### src/design/deq_pkg.sv
// ----------------------------------------------------------------------------
// deq_pkg
// shared command and status codes of the double-ended queue
// ----------------------------------------------------------------------------
package deq_pkg;

  localparam int unsigned CmdWidth    = 3;
  localparam int unsigned StatusWidth = 2;
  localparam int unsigned DataWidth   = 32;

  typedef enum logic [CmdWidth-1:0] {
    CMD_PUSH_FRONT = 3'd0,
    CMD_PUSH_BACK  = 3'd1,
    CMD_POP_FRONT  = 3'd2,
    CMD_POP_BACK   = 3'd3,
    CMD_PEEK_FRONT = 3'd4,
    CMD_PEEK_BACK  = 3'd5
  } cmd_e;

  typedef enum logic [StatusWidth-1:0] {
    ST_OK    = 2'd0,
    ST_EMPTY = 2'd1,
    ST_FULL  = 2'd2
  } status_e;

endpackage

### src/design/double_ended_queue.sv
// ----------------------------------------------------------------------------
// double_ended_queue
// bounded double-ended queue of signed 32-bit values in a ring memory
// ----------------------------------------------------------------------------
// A command is taken on every clock edge where start_i is high and busy_o is
// low; busy_o stays low, so one item can be issued each cycle.  Each item
// gives exactly one result, in the cycle after it is taken: done_o is high for
// a single cycle with data_o and status_o valid, and the receiver cannot
// stall it.  Pushes return data -1 and status ok, or status full when the
// ring already holds DEPTH values (the value is dropped).  Pops and peeks
// return the front or back value, or -1 with status empty.  Unused command
// codes return -1 with status ok and change nothing.  The values sit in one
// single-port synchronous memory of DEPTH words; the head index and entry
// count are flip-flops, so every address is known at the accept edge and the
// memory's registered read port lines up with the registered result.  A read
// always comes in a later cycle than the write of the entry, so no forwarding
// is needed.  There is no clearing pass after reset.
// ----------------------------------------------------------------------------
module double_ended_queue #(
  parameter int unsigned DEPTH = 16
) (
  input  logic                                  clk_i,
  input  logic                                  rst_ni,
  input  logic                                  start_i,
  output logic                                  busy_o,
  input  logic [deq_pkg::CmdWidth-1:0]          cmd_i,
  input  logic signed [deq_pkg::DataWidth-1:0]  value_i,
  output logic                                  done_o,
  output logic signed [deq_pkg::DataWidth-1:0]  data_o,
  output logic [deq_pkg::StatusWidth-1:0]       status_o
);

  // index and count widths
  localparam int unsigned AW = (DEPTH > 1) ? $clog2(DEPTH) : 1;
  localparam int unsigned CW = $clog2(DEPTH + 1);
  localparam logic [AW:0]   DepthW = (AW+1)'(DEPTH);
  localparam logic [AW-1:0] LastIdx = AW'(DEPTH - 1);
  localparam logic [CW-1:0] DepthC = CW'(DEPTH);

  // ring state
  logic [AW-1:0] head_q, head_d;
  logic [CW-1:0] count_q, count_d;

  // ring memory and its registered read port
  logic [deq_pkg::DataWidth-1:0] mem_q [DEPTH];
  logic [deq_pkg::DataWidth-1:0] rd_data_q;
  logic                          mem_we, mem_re;
  logic [AW-1:0]                 mem_addr;

  // result registers
  logic                    done_q;
  deq_pkg::status_e        status_q, status_d;
  logic                    rd_sel_q, rd_sel_d;

  logic          accept;
  logic          full, empty;
  logic [AW-1:0] head_dec, head_inc, back_slot, tail_slot;
  logic [AW:0]   back_sum, tail_sum;

  // reduce a slot number below twice the depth into the ring range
  function automatic logic [AW-1:0] slot_wrap(input logic [AW:0] a);
    logic [AW:0] r;
    r = (a >= DepthW) ? a - DepthW : a;
    return r[AW-1:0];
  endfunction

  // busy_o is tied low, so the queue never holds off a command
  assign busy_o = 1'b0;
  assign accept = start_i && !busy_o;

  assign full  = (count_q == DepthC);
  assign empty = (count_q == '0);

  // neighbors of the head, the free slot past the back and the back entry
  assign head_dec  = (head_q == '0) ? LastIdx : head_q - 1'b1;
  assign head_inc  = (head_q == LastIdx) ? '0 : head_q + 1'b1;
  assign back_sum  = {1'b0, head_q} + (AW+1)'(count_q);
  assign tail_sum  = back_sum - 1'b1;
  assign back_slot = slot_wrap(back_sum);
  assign tail_slot = slot_wrap(tail_sum);

  // command decode: memory access, state update and result status
  always_comb begin
    head_d   = head_q;
    count_d  = count_q;
    mem_we   = 1'b0;
    mem_re   = 1'b0;
    mem_addr = head_q;
    status_d = deq_pkg::ST_OK;
    rd_sel_d = 1'b0;
    if (accept) begin
      case (deq_pkg::cmd_e'(cmd_i))
        deq_pkg::CMD_PUSH_FRONT: begin
          if (full) begin
            status_d = deq_pkg::ST_FULL;
          end else begin
            head_d   = head_dec;
            mem_addr = head_dec;
            mem_we   = 1'b1;
            count_d  = count_q + 1'b1;
          end
        end
        deq_pkg::CMD_PUSH_BACK: begin
          if (full) begin
            status_d = deq_pkg::ST_FULL;
          end else begin
            mem_addr = back_slot;
            mem_we   = 1'b1;
            count_d  = count_q + 1'b1;
          end
        end
        deq_pkg::CMD_POP_FRONT, deq_pkg::CMD_PEEK_FRONT: begin
          if (empty) begin
            status_d = deq_pkg::ST_EMPTY;
          end else begin
            mem_addr = head_q;
            mem_re   = 1'b1;
            rd_sel_d = 1'b1;
            if (cmd_i == deq_pkg::CMD_POP_FRONT) begin
              head_d  = head_inc;
              count_d = count_q - 1'b1;
            end
          end
        end
        deq_pkg::CMD_POP_BACK, deq_pkg::CMD_PEEK_BACK: begin
          if (empty) begin
            status_d = deq_pkg::ST_EMPTY;
          end else begin
            mem_addr = tail_slot;
            mem_re   = 1'b1;
            rd_sel_d = 1'b1;
            if (cmd_i == deq_pkg::CMD_POP_BACK) begin
              count_d = count_q - 1'b1;
            end
          end
        end
        default: begin
          // unused codes: no state change, ok status
          status_d = deq_pkg::ST_OK;
        end
      endcase
    end
  end

  // single-port ring memory, read data registered
  always_ff @(posedge clk_i) begin
    if (mem_we) begin
      mem_q[mem_addr] <= value_i;
    end
    if (mem_re) begin
      rd_data_q <= mem_q[mem_addr];
    end
  end

  // control state
  always_ff @(posedge clk_i or negedge rst_ni) begin
    if (!rst_ni) begin
      head_q  <= '0;
      count_q <= '0;
      done_q  <= 1'b0;
    end else begin
      head_q  <= head_d;
      count_q <= count_d;
      done_q  <= accept;
    end
  end

  // result payload
  always_ff @(posedge clk_i) begin
    if (accept) begin
      status_q <= status_d;
      rd_sel_q <= rd_sel_d;
    end
  end

  assign done_o   = done_q;
  assign status_o = status_q;
  assign data_o   = rd_sel_q ? signed'(rd_data_q) : '1;

`ifndef SYNTHESIS
  // entry count never exceeds the ring size
  a_count_bound: assert property (@(posedge clk_i) disable iff (!rst_ni)
    count_q <= DepthC)
    else $error("entry count above depth");

  // head index stays inside the ring
  a_head_bound: assert property (@(posedge clk_i) disable iff (!rst_ni)
    head_q <= LastIdx)
    else $error("head index out of range");

  // every accepted item gives exactly one result on the next cycle
  a_one_result: assert property (@(posedge clk_i) disable iff (!rst_ni)
    accept |=> done_o)
    else $error("missing result strobe");

  // full is reported only when the ring held depth entries
  a_full_only_when_full: assert property (@(posedge clk_i) disable iff (!rst_ni)
    (done_o && status_o == deq_pkg::ST_FULL) |-> ($past(count_q) == DepthC))
    else $error("full reported on a ring with room");

  // ring state holds when no item is accepted
  a_count_step: assert property (@(posedge clk_i) disable iff (!rst_ni)
    !accept |=> $stable(count_q) && $stable(head_q))
    else $error("ring state changed without an item");
`endif

endmodule
### config.mk
export PLATFORM = sky130hd
export DESIGN_NAME = double_ended_queue
export DESIGN_NICKNAME = d
export VERILOG_FILES = /design/src/design/deq_pkg.sv /design/src/design/double_ended_queue.sv
export SDC_FILE = /design/constraint.sdc
export NUM_CORES = 1
export LEC_CHECK = 0
export BUFFER_PORTS_ARGS = -buffer_cell sky130_fd_sc_hd__buf_4
export CAP_MARGIN = 10
export CORE_MARGIN = 8
export CORE_UTILIZATION = 58
export CTS_BUF_LIST = sky130_fd_sc_hd__clkbuf_8
export DETAILED_ROUTE_END_ITERATION = 16
export MAX_ROUTING_LAYER = met4
export PLACE_DENSITY = 0.78
export SETUP_SLACK_MARGIN = 0.15
export SYNTH_ARGS = -nofsm -noshare
export SYNTH_HDL_FRONTEND = slang
export SYNTH_SLANG_ARGS = --single-unit
### constraint.sdc
create_clock -name clk_i -period 5.3 [get_ports clk_i]
set_input_delay 0.265 -clock clk_i [delete_from_list [all_inputs] [get_ports clk_i]]
set_output_delay 0.265 -clock clk_i [all_outputs]
set_load 0.02 [all_outputs]
==> results of run 1 <==
==> layout make-up <==
cell class / instances / area, um^2 / share of cell area (%)
clock buffers: 90 / 1240 / 4.80
diodes: 2 / 5.00 / 0.0194
multi-input cells: 733 / 5620 / 21.8
inverters: 13 / 48.8 / 0.189
flip-flops and latches: 557 / 16700 / 64.6
repair buffers: 138 / 1250 / 4.84
clock inverters: 64 / 314 / 1.22
well taps: 518 / 648 / 2.51
==> layer usage <==
metal	routed length [um]	GRT usage, %
met4	1500	9.26
met1	19800	27.9
met2	24400	35.9
met5	0	-
met3	3640	3.80
==> power groups by stage <==
stage                     combinational (mW)  clock, mW  sequential (mW)
after floorplan                         3.02          0             5.35
after global placement                  3.97          0             5.41
after detailed placement                4.08          0             5.42
after CTS                               4.12       3.27             5.33
after global routing                    4.43       3.46             5.35
final                                   4.13       3.23             5.33
==> worst max-delay path, delay by kind of cell (launching register included) <==
kind                       cells  cell delay (ps)
and+or+nand+nor                3             1200
buffers and inverters          2              660
muxes                          1              220
adders and majority gates      1              230
DFF                            1              490
AOI/OAI and AO/OA              4             1250
==> cell usage after synthesis (12+ instances only) <==
cell | number | area share (%)
a21oi_1 | 77 | 1.7
a221o_1 | 32 | 1.4
a22oi_1 | 65 | 2.2
a32o_1 | 32 | 1.4
buf_2 | 33 | 0.73
buf_4 | 12 | 0.40
clkbuf_1 | 35 | 0.58
edfxtp_1 | 547 | 73
mux2i_1 | 225 | 10
nand2_1 | 147 | 2.4
nand2b_1 | 34 | 0.94
nor2_1 | 21 | 0.35
==> how the worst max path moves through the flow <==
stage                          start            end  slack [ps]  depth (start not counted)
after detailed placement   head_q[0]  rd_data_q[15]         970                         11
after CTS                  head_q[0]   rd_data_q[5]         930                         11
final                      head_q[0]  rd_data_q[15]         900                         11
after floorplan           count_q[0]    mem_q[8][0]        -460                         11
after global routing       head_q[0]  rd_data_q[15]         660                         11
after global placement     head_q[0]  rd_data_q[15]        1000                         11
==> registers in the layout, indices dropped and copies added, names as in the netlist <==
name	count
count_q	5
done_o	1
rd_data_q	32
head_q	4
rd_sel_q	1
status_o	2
mem_q	512
==> metrics by stage <==
stage | setup TNS [ps] | worst slack [ps]
6_report | 0 | 904
5_1_grt | 0 | 662
4_1_cts | 0 | 928
3_5_place_dp | 0 | 966
3_3_place_gp | 0 | 998
2_1_floorplan | -29270 | -457
==> cell families (layout without fill, tap and decap cells) <==
logic type,Yosys count,after routing,synth area share [%]
compound gates,250,250,8.26
fa+ha+maj,12,12,0.732
simple gates,237,237,4.78
xor+xnor,8,8,0.311
flops,557,557,73.9
other cells,1,3,0.0166
buf+inv,96,305,1.98
mux,225,225,9.99
==> impl_metrics.tcl, run 1 <==
set metrics [dict create \
    fmax_ghz 0.227 \
    final_common_cell "edfxtp_1" \
    place_hpwl_um 25400 \
    ant_nets 0 \
    final.min_clock_period_ps 4400 \
    ys_types 64 \
    worstSetupPathType "reg -> reg" \
    reg2reg_slack_ps 900 \
    cp_max_fo 74 \
    swShare_pct 33.1 \
    synthFlopType "edfxtp_1" \
    synthCells 1386 \
    fin_nets 1579 \
    yosysWarnings 0 \
    die_w_um 213 \
    grt_max_degree 100 \
    p_int_mw 8.49 \
    startpoint_type "register" \
    syn_area_mm2 0.0226 \
    maxCapViolations 0 \
    clock_latency_ps 610 \
    slowest_delay_ps 660 \
    syn_area_per_cell_um2 16.3 \
    critPathSlowestCell "a2111oi_1" \
    vias 12831 \
    cp_data_arrival_time_ps 4750 \
    drt_iter0_drc 1102 \
    clkSlewWorstSetupHoldPaths_ps 60 \
    grt_antenna_before_repair 2 \
    async_reset_ff_share_pct 1.80 \
    drive_gt1_share_pct 15.1 \
    hold_start "cmd_i[1]" \
    dr.pass1.iters 7 \
    power_frac_seq_pct 42.0 \
    status "finished clean" \
    cp_common_cell "a22oi_1" \
    grt_pass1_vias 12750 \
    min_path_type "in -> reg" \
    vias_per_cell 6.07 \
    ctsResizeCount 0 \
    routabilityCongestion 0.886 \
    syn_to_final_growth_pct 14.4 \
    relSlewSlack_pct 38.4 \
    worstPathRequired_ps 5650 \
    p_leak_nw 9.60 \
    grt_use_total_pct 22.3 \
    portBuffers 72 \
    die_h_um 213 \
    r2r-end "rd_data_q[15]" \
    routed_wl_um 49300 \
    place_inst 1924 \
    grt_setup_unrepaired "no" \
    die_area_mm2 0.0455 \
    cp_cell_sequence "inv_1 -> ha_1 -> nor2b_1 -> a22oi_1 -> a2111oi_1 -> or3_1 -> nand2_8 -> buf_12 -> mux2i_1 -> a22oi_1 -> a221o_1" \
    final_cell_mix "547 x edfxtp_1, 225 x mux2i_1, 147 x nand2_1" \
    endpoint_kind "register" \
    grt_pass1_wl_um 74000 \
    cts_sinks 557 \
    finalPower_mw 12.7 \
    tritoncts "done" \
    ios 74 \
    worstMarginPinSlew_ps 924 \
    drc 0 \
    synth_fp_nets 1436 \
    peakVddDrop_mv 0.380 \
    htree_levels 3 \
    p_sw_mw 4.20 \
    whs_ps 160 \
    fillerInstances 2587 \
    seq_area_frac_synth_pct 73.9 \
    row_count 72 \
    holdPathStages 3 \
    dpl-instance-area_mm2 0.0239 \
    post_drt_wl_per_cell_um 23.3 \
    cts_root_buffer "clkbuf_8" \
    power.density_mw_per_mm2 492 \
    grt_overflow 0 \
    coreArea_mm2 0.0386 \
    ys_ff_latch 557 \
    reg2reg_depth 11 \
    reg2reg_from "head_q[0]" \
    stdcell_area_mm2 0.0258 \
    max-clock-path-buffers 3 \
    postCtsSetupRepairBufs 0 \
    min_to "head_q[3]" \
    cts_made_buffers 86 \
    layoutNonFillerInstCount 2115 \
    combinationalPowerShare_pct 32.6 \
    clock_power_share_pct 25.4 \
    start_util_pct 58.5 \
    clock_skew_ps 24.9 \
    drv_slew 0 \
    hold_violations 0 \
    fin_util_pct 66.9 \
    setup_viol 0 \
    ctsHoldBuffers 35 \
    finalCritPeriodShare_pct 83.0 \
    synth-edff-count 547 \
]
Power figures use the tool's default switching activity.
==> inputs of run 2 (changes only) <==
==> constraint.sdc (replaced) <==
create_clock -name clk_i -period 3.53 [get_ports clk_i]
set_input_delay 0.1765 -clock clk_i [delete_from_list [all_inputs] [get_ports clk_i]]
set_output_delay 0.1765 -clock clk_i [all_outputs]
set_load 0.02 [all_outputs]
==> run 2 against run 1 <==
  * The flow now finishes with violations (negative setup slack)
  * Power is 82% higher
  * Clock power grew 54%
  * Routed wire length up 41%
  * Sequential share of layout area shrank 8.0 points
  * Via count up 18%
  * Critical path type unchanged
==> impl_metrics.tcl, run 2 (synthesis gave the netlist of run 1 again) <==
set metrics [dict create \
    cp_data_arrival_time_ps 4050 \
    relSlewSlack_pct 32.6 \
    grt_max_degree 49 \
    reg2reg_depth 13 \
    final.min_clock_period_ps 3670 \
    status "complete, but fails checks" \
    cp_max_fo 6 \
    grt_pass1_vias 13917 \
    p_leak_nw 11.3 \
    fillerInstances 1939 \
    reg2reg_from "count_q[0]" \
    coreArea_mm2 0.0386 \
    die_area_mm2 0.0455 \
    min_to "count_q[1]" \
    finalCritPeriodShare_pct 104 \
    place_hpwl_um 29700 \
    critPathSlowestCell "fa_2" \
    worstSetupPathType "reg -> reg" \
    vias 15173 \
    die_w_um 213 \
    ios 74 \
    crit_buf_inv 4 \
    largest-register "mem_q" \
    grt_use_total_pct 25.5 \
    start_util_pct 58.5 \
    portBuffers 72 \
    fmax_ghz 0.272 \
    drc 0 \
    cts_made_buffers 85 \
    cts_sinks 557 \
    worstPathRequired_ps 3910 \
    routabilityCongestion 0.906 \
    drive_gt1_share_pct 27.1 \
    slowest_delay_ps 560 \
    final_common_cell "edfxtp_1" \
    row_count 72 \
    setup_viol 171 \
    power.density_mw_per_mm2 783 \
    hold_start "cmd_i[2]" \
    holdPathStages 4 \
    clock_skew_ps 20.6 \
    clock_latency_ps 660 \
    htree_levels 3 \
    fin_nets 1771 \
    worstMarginPinSlew_ps 1010 \
    r2r-end "rd_data_q[11]" \
    min_path_type "in -> reg" \
    grt_overflow 0 \
    maxCapViolations 0 \
    grt_setup_unrepaired "yes" \
    startpoint_type "register" \
    ant_nets 0 \
    tritoncts "done" \
    cp_cell_sequence "ha_4 -> fa_2 -> inv_4 -> ha_4 -> nor4b_4 -> a2111oi_4 -> buf_6 -> buf_12 -> buf_8 -> mux2i_1 -> mux2i_1 -> a32o_2 -> a221o_1" \
    die_h_um 213 \
    reg2reg_slack_ps -140 \
    final_cell_mix "547 x edfxtp_1, 215 x mux2i_1, 147 x nand2_1" \
    setup_tns_ps -5880 \
    finalPower_mw 23.1 \
    max-clock-path-buffers 3 \
    largestRegisters "mem_q: 512 flops, rd_data_q: 32 flops, count_q: 5 flops" \
    hold_violations 0 \
    grt_pass1_wl_um 84100 \
    whs_ps 63.0 \
    clkSlewWorstSetupHoldPaths_ps 60 \
    routed_wl_um 69600 \
    grt_antenna_before_repair 1 \
    drt_iter0_drc 2080 \
    setup_ws_ps -142 \
    dr.pass1.iters 6 \
    drv_slew 0 \
    vias_per_cell 6.58 \
    largest_reg_flops 512 \
    violations "negative setup slack" \
    critical-path-top-delay-family "adder cells" \
    endpoint_kind "register" \
    cts_root_buffer "clkbuf_8" \
    syn_to_final_growth_pct 30.5 \
    peakVddDrop_mv 0.460 \
    post_drt_wl_per_cell_um 30.2 \
]
[run 2: cell count changes in the layout (fill, tap and decap cells not counted), sizes merged]
cell / before / now
clkinvlp: 2 / 4
diode: 2 / 1
dlygate4sd3: 35 / 36
bufinv: 2 / 1
bufbuf: 0 / 9
clkinv: 32 / 40
clkbuf: 90 / 122
buf: 103 / 250
inv: 41 / 35
nand2: 148 / 149
[run 2: what timing repair did]
| action | in CTS | in global routing |
|---|---|---|
| gates cloned | 16 | 41 |
| setup endpoints to repair | 250 | 392 |
| resized for setup | 48 | 111 |
| endpoints found under the hold margin | 529 | 0 |
| setup buffers | 27 | 38 |
| pin swaps | 10 | 32 |
| hold buffers | 36 | 0 |
[run 2: per-layer routing]
metal  routed length, um  up-vias  share of wire [%]  GRT usage [%]
met4                4120        0                5.9           11.1
met2               32700     1220                 47           39.9
met5                   0        -                  0              -
met1               24400     7505                 35           32.7
li1                    -     6159                  -              -
met3                8390      289                 12           4.83
[run 2: worst reg2reg max path, cell delays in order (launching register included)]
cell and delay (ps):
dfrtp_2 420, ha_4 170, fa_2 560, inv_4 60
ha_4 270, nor4b_4 50, a2111oi_4 290, buf_6 240
buf_12 190, buf_8 140, mux2i_1 310, mux2i_1 160
a32o_2 270, a221o_1 290
[run 2: how the worst max path moves through the flow]
stage                           from             to  slack (ps)  depth (start not counted)
after detailed placement  count_q[0]   mem_q[8][15]         -50                         11
final                     count_q[0]  rd_data_q[11]        -140                         13
after global placement    count_q[0]   mem_q[8][12]           6                         11
after floorplan           count_q[0]    mem_q[8][0]        -360                         11
after global routing      count_q[0]  rd_data_q[11]        -140                         13
after CTS                 count_q[0]  rd_data_q[17]          90                         10
[run 2: cell type report]
| class | count | area, um^2 | area share [%] |
|---|---|---|---|
| Sequential cell | 557 | 16700 | 56.7 |
| Multi-Input combinational cell | 734 | 5960 | 20.3 |
| Timing Repair Buffer | 330 | 4560 | 15.5 |
| Clock buffer | 87 | 1200 | 4.07 |
| Tap cell | 518 | 648 | 2.20 |
| Clock inverter | 67 | 313 | 1.06 |
| Inverter | 13 | 63.8 | 0.217 |
| Antenna cell | 1 | 2.50 | 0.00850 |
[run 2: where the power goes]
group / leakage (nW) / switching [mW] / total [mW] / internal (mW)
sequential: 5.06 / 0.181 / 7.95 / 7.77
combinational: 5.35 / 5.19 / 10.1 / 4.95
clock: 0.859 / 2.59 / 4.97 / 2.37
total: 11.3 / 7.97 / 23.1 / 15.1
[run 2: through the flow]
step                      area [um^2]  instances  setup slack [ps]  utilization [%]
after CTS                       27600       2227              86.6             71.7
after floorplan                 22800       1386              -357                -
after detailed placement        24800       1994             -53.4             64.4
after global routing            29400       2307              -145             76.3
after global placement          24800       1994              5.98             64.4
final                           29400       2307              -142             76.3
